===== src/hdl/hbe_pkg.sv =====
// hbe_pkg: shared types and constants of the histogram binning engine
// action and register codes, controller/datapath command and status structs
// no dependencies
`default_nettype none

package hbe_pkg;

	localparam int HBE_MAX_BINS = 256;

	localparam int SAMPLE_W = 32;
	localparam int COUNT_W  = 32;
	localparam int INDEX_W  = 8;
	localparam int BINS_W   = 9;
	localparam int CFG_IDX_W = 2;

	localparam logic [SAMPLE_W-1:0] RANGE_MIN_RST = '0;
	localparam logic [31:0]         BIN_SCALE_RST = 32'h0001_0000;
	localparam logic [BINS_W-1:0]   BINS_RST      = 9'd256;

	typedef enum logic [1:0] {
		ACT_CLEAR  = 2'd0,
		ACT_ADD    = 2'd1,
		ACT_READ   = 2'd2,
		ACT_MINMAX = 2'd3
	} action_t;

	typedef enum logic [CFG_IDX_W-1:0] {
		CFG_BIN_MODE    = 2'd0,
		CFG_RANGE_MIN   = 2'd1,
		CFG_BIN_SCALE   = 2'd2,
		CFG_BINS_IN_USE = 2'd3
	} cfg_reg_t;

	typedef struct packed {
		logic load;
		logic diff;
		logic mul;
		logic locate;
		logic read_bin;
		logic clr_wr;
		logic cnt_clr;
		logic scan_rd;
		logic res;
	} dp_cmd_t;

	typedef struct packed {
		logic last_all;
		logic last_use;
		logic slot_free;
	} dp_sts_t;

endpackage

`default_nettype wire


===== src/hdl/hbe_ctrl.sv =====
// hbe_ctrl: sequencer of the histogram engine, one request at a time
// depends on hbe_pkg; drives the datapath by dp_cmd_t and reads dp_sts_t
`default_nettype none

module hbe_ctrl (
	input  wire logic              clk,
	input  wire logic              arst_n,
	input  wire logic              req_valid,
	input  wire hbe_pkg::action_t  req_action,
	output      logic              req_ready,
	input  wire hbe_pkg::dp_sts_t  sts,
	output      hbe_pkg::dp_cmd_t  cmd
);
	import hbe_pkg::*;

	typedef enum logic [3:0] {
		S_INIT,
		S_IDLE,
		S_DIFF,
		S_MUL,
		S_LOC,
		S_RDB,
		S_CLR,
		S_SCAN,
		S_DRAIN,
		S_RES
	} state_t;

	state_t state_q;
	state_t state_d;
	logic   ready_q;

	always_comb begin
		cmd     = '0;
		state_d = state_q;
		unique case (state_q)
			S_INIT: begin
				cmd.clr_wr = 1'b1;
				if (sts.last_all) begin
					state_d = S_IDLE;
				end
			end
			S_IDLE: begin
				if (req_valid && ready_q) begin
					cmd.load    = 1'b1;
					cmd.cnt_clr = 1'b1;
					unique case (req_action)
						ACT_CLEAR:  state_d = S_CLR;
						ACT_ADD:    state_d = S_DIFF;
						ACT_READ:   state_d = S_RDB;
						ACT_MINMAX: state_d = S_SCAN;
						default:    state_d = S_IDLE;
					endcase
				end
			end
			S_DIFF: begin
				cmd.diff = 1'b1;
				state_d  = S_MUL;
			end
			S_MUL: begin
				cmd.mul = 1'b1;
				state_d = S_LOC;
			end
			S_LOC: begin
				cmd.locate = 1'b1;
				state_d    = S_RES;
			end
			S_RDB: begin
				cmd.read_bin = 1'b1;
				state_d      = S_RES;
			end
			S_CLR: begin
				cmd.clr_wr = 1'b1;
				if (sts.last_all) begin
					state_d = S_RES;
				end
			end
			S_SCAN: begin
				cmd.scan_rd = 1'b1;
				if (sts.last_use) begin
					state_d = S_DRAIN;
				end
			end
			S_DRAIN: begin
				state_d = S_RES;
			end
			S_RES: begin
				// hold until the result register is free
				if (sts.slot_free) begin
					cmd.res = 1'b1;
					state_d = S_IDLE;
				end
			end
			default: begin
				state_d = S_INIT;
			end
		endcase
	end

	always_ff @(posedge clk or negedge arst_n) begin
		if (!arst_n) begin
			state_q <= S_INIT;
			ready_q <= 1'b0;
		end else begin
			state_q <= state_d;
			ready_q <= (state_d == S_IDLE);
		end
	end

	assign req_ready = ready_q;
endmodule

`default_nettype wire


===== config.mk =====
export PLATFORM = sky130hd
export DESIGN_NAME = hbe_ctrl
export DESIGN_NICKNAME = d
export VERILOG_FILES = /design/src/hdl/hbe_pkg.sv /design/src/hdl/hbe_ctrl.sv
export SDC_FILE = /design/constraint.sdc
export NUM_CORES = 1
export LEC_CHECK = 0
export BUFFER_PORTS_ARGS = -buffer_cell sky130_fd_sc_hd__buf_2
export CORE_AREA = 2 2 39 41
export DETAILED_ROUTE_END_ITERATION = 8
export DIE_AREA = 0 0 41 43
export GPL_TIMING_DRIVEN = 0
export PLACE_DENSITY = 0.64
export SLEW_MARGIN = 20
export SYNTH_ARGS = -nofsm -noshare
export SYNTH_HDL_FRONTEND = slang
export SYNTH_SLANG_ARGS = --single-unit

===== constraint.sdc =====
create_clock -name clk -period 1.8 [get_ports clk]
set_clock_uncertainty 0.15 [all_clocks]
set_input_delay 0.36 -clock clk [delete_from_list [all_inputs] [get_ports clk]]
set_output_delay 0.36 -clock clk [all_outputs]
set_load 0.01 [all_outputs]

# Word level (Yosys, flattened, before mapping)
# Cells that the tools add are included.
# op_classes
n_eq_ne	13
mux	17
n_reduce_logical	5
# op_table
cell	n
one-hot mux 4 bit (8 select lines)	1
two-way mux 4 bit	5
equality test 4 x 3 -> 1 bit, second input constant	4
one-hot mux 4 bit (4 select lines)	1
two-way mux 1 bit	10
equality test 4 x 1 -> 1 bit, second input constant	2
equality test 4 x 2 -> 1 bit, second input constant	2
equality test 4 bit, second input constant	2
equality test 2 bit, second input constant	2
logical NOT 4 bit	1
OR reduction 3 bit	1
equality test 2 x 1 -> 1 bit, second input constant	1
logical NOT 2 bit	1
OR reduction 2 bit	1
logical AND 1 bit	1
# totals
ff_bits	5
in_bits	8
out_inout_bits	10
wordCells	37

# Logic depth before layout (Yosys ltp)
# logic_depth
word_depth	5
ltp_mapped	5
depth_no_buf	4

# Least setup slack after synthesis
# No wires, ideal clock.
# synth_timing
path_kind	reg-to-output
startpoint	register state_q[1]
endpoint	output cmd[8] (netlist bit)
arrival_time_ns	1.139
required_time_ns	1.290
path_slack_ns	0.151
stages_incl_launch_ff	5
path_buffers	2
path_cell_list	dfrtp_1 -> buf_4 -> nor2b_1 -> and4_1 -> buf_4
# synth_lines
element	line_no	source
start: declaration	hbe_ctrl.sv:29	state_t state_q;
start signal: assignment	hbe_ctrl.sv:105	state_q <= state_d;
end: declaration	hbe_ctrl.sv:12	output hbe_pkg::dp_cmd_t cmd

==> impl_metrics.ini <==
[global_routing]
grt-ovfl-total = 0
track_usage_pct = 13.9
grt_max_degree = 10
grt_pass1_wl_um = 1590
antenna_found_initial = 0
grt_pass1_vias = 392

[worst_setup_path]
max_stage_delay_ns = 0.33
cp_data_required_time_ns = 1.29
reg2reg_slack_ns = 0.09
cp_num_buf_inv = 2
crit_slowest_cell = dfrtp_1
end_kind = primary output
r2r_cells = 5
critical_path_class = reg -> out
path_max_fanout = 8
worstPathCellList = buf_6, or2b_1, nor3_1, buf_2
r2r_start = state_q[1]$_DFF_PN0_
critPathTopFamily = simple AND/OR/NAND/NOR gates
r2r-end = req_ready$_DFF_PN0_
cp.arrival_ns = 1.28
crit_path_start_kind = register

[layout]
fillers = 152
fin_util_pct = 45.5
drive_gt1_share_pct = 54.7
synthToLayoutAreaGrowth_pct = 60.7
nNetsFinal = 84
diodes = 0
seq_area_sq_um = 128
multi_input_area_sq_um = 253

[drt]
vias_per_cell = 4.65
drt_pass1_iterations = 4
drc = 0
wl_per_cell_um = 11.1
wl_um = 1010
ant_nets = 0
drt_iter0_markers = 5
vias = 423

[synthesis]
ys_seq_area_share_pct = 31.9
synth.distinct_cells = 24
yosysWarnings = 0
synth_cells = 46
synth_area_sq_um = 392
syn_avg_cell_area_sq_um = 8.51
synth_seq_cells = 5
synth_fp_nets = 54

[timing]
slew_viol_final = 0
setup_viol = 0
rsz0062_at_grt = true
relSlewSlack_pct = 83.7
worstMarginPinSlew_ns = 0.241
finalHoldViolations = 0
fin_crit_ns = 1.79
fin_crit_sh_pct = 99.4
fmax_ghz = 0.559

[clock_tree]
cts_buffers = 3
clkSlewWorstSetupHoldPaths_ns = 0.04
clkLatencyLatePin_ns = 0.24
root_buffer = clkbuf_4
htreeDepth = 1
cts_tree = done
cts.path.max_buffers = 2
cts_sinks = 5

[pwr]
peakVddDrop_mv = 0.633
report.power.total_mw = 1.06
p_leak_nw = 0.323
power_density_mw_per_mm2 = 1690

[floorplan]
die_y_um = 43
std_cell_rows = 14
num_io_pins = 18
initial_core_util_pct = 28.3
die_area_sq_mm = 0.00176
die_x_um = 41
core_area_sq_mm = 0.00138

[placement]
portBuffers = 17
place.gp.congestion = 0.821
dpl.hpwl_um = 726

[job]
maxCapViolCount = 0

[min_path]
min_from = req_action[0]
whs_endpoint = state_q[1]$_DFF_PN0_
holdCritPathClass = in -> reg
hold_path_depth = 3

[run_status]
status = complete, no violations
-- how the worst max path moves through the flow --
| stage | from | end | slack (ns) | cells past startpoint |
|---|---|---|---|---|
| after global placement | state_q[0]$_DFF_PN0_ | cmd[8] | -0.02 | 5 |
| after global routing | state_q[1]$_DFF_PN0_ | cmd[3] | -0.07 | 4 |
| after floorplan | state_q[1]$_DFF_PN0_ | cmd[8] | 0.15 | 4 |
| final | state_q[2]$_DFF_PN0_ | cmd[5] | 0.01 | 4 |
| after detailed placement | state_q[0]$_DFF_PN0_ | cmd[8] | -0.04 | 5 |
| after CTS | state_q[1]$_DFF_PN0_ | cmd[3] | -0.002 | 5 |
-- registers in the layout, summed over array words and instances, names as in the netlist --
name	cells
state_q	4
req_ready	1
-- power breakdown --
part           total (mW)  switching (mW)  leakage [nW]  internal (mW)
Combinational       0.711           0.319         0.247          0.392
Clock               0.130          0.0463        0.0150         0.0839
Sequential          0.222          0.0528        0.0608          0.169
Total                1.06           0.418         0.323          0.645
-- cells by family after synthesis --
| kind of cell | count (synthesis) | share of synthesized area [%] |
|---|---|---|
| AOI/OAI and AO/OA | 8 | 13.4 |
| xor gates and xnor gates | 1 | 2.24 |
| buffers and inverters | 6 | 9.90 |
| DFF | 5 | 31.9 |
| and+or+nand+nor | 26 | 42.5 |
-- through the flow --
stage | TNS, ns | hold WS [ns] | worst slack [ns] | instances | area (sq um)
floorplan | 0 | -0.0856 | 0.151 | 46 | 392
global placement | -0.0156 | 0.0255 | -0.0156 | 79 | 497
detailed placement | -0.0369 | 0.0292 | -0.0369 | 79 | 497
CTS | -0.00157 | 0.234 | -0.00157 | 90 | 613
global route | -0.171 | 0.242 | -0.0714 | 91 | 629
finish | 0 | 0.243 | 0.0101 | 91 | 629
-- synth_stat cells, drive strengths merged --
cell | instances | share of area, %
xor2 | 1 | 2.2
nor3b | 2 | 5.1
o22ai | 1 | 1.6
and4b | 1 | 2.9
nor3 | 3 | 3.8
nor2 | 4 | 3.8
o21a | 1 | 1.9
o211ai | 1 | 3.2
inv | 2 | 1.9
nand2 | 4 | 3.8
nor2b | 4 | 6.4
and4 | 1 | 2.2
dfrtp | 5 | 32
nand3b | 3 | 5.8
or2b | 1 | 1.9
a31oi | 1 | 1.6
or4b | 1 | 3.5
and2 | 1 | 1.6
nand2b | 1 | 1.6
buf | 4 | 8.0
o21ai | 4 | 5.1
-- repair_timing --
action | 4_1_cts | 5_1_grt
gates resized for setup | 11 | 3
setup endpoints to repair | 5 | 7
hold buffers | 1 | 0
hold endpoints to repair | 5 | 0
buffers inserted | 7 | 2
pin swaps | 1 | 2
-- area by class of cell --
class / count / area share, %
Inverter: 2 / 1.19
Multi-Input combinational cell: 35 / 40.2
Tap cell: 16 / 3.18
Sequential cell: 5 / 20.3
Buffer: 2 / 3.58
Clock buffer: 4 / 4.17
Timing Repair Buffer: 27 / 27.4
-- worst reg2reg max path: stages, from the launching register on --
cell	delay, ns
dfrtp_2	0.44
buf_6	0.14
xor2_2	0.15
or4b_4	0.49
o211ai_2	0.09
nor3b_2	0.18
-- layer usage --
layer	vias up	part of all wire (%)	global-route usage, %
met1	196	43	14.5
met2	10	53	21.3
li1	217	-	-
met5	-	0	0
met3	0	4.1	6.81
met4	0	0	8.00
-- cells in the final DEF, fill, tap and decap left out, drive strengths merged --
cell type	n
or4b	1
or2b	1
and2	1
dfrtp	5
nand2b	1
o21ai	4
nor2	4
xor2	1
o21a	1
and4b	1
o211ai	1
nor3b	2
buf	28
dlygate4sd3	1
clkbuf	4
and4	1
nor3	3
nand2	4
o22ai	1
nor2b	4
a31oi	1
inv	2
nand3b	3
No activity file was read; power rests on OpenSTA's default activity.
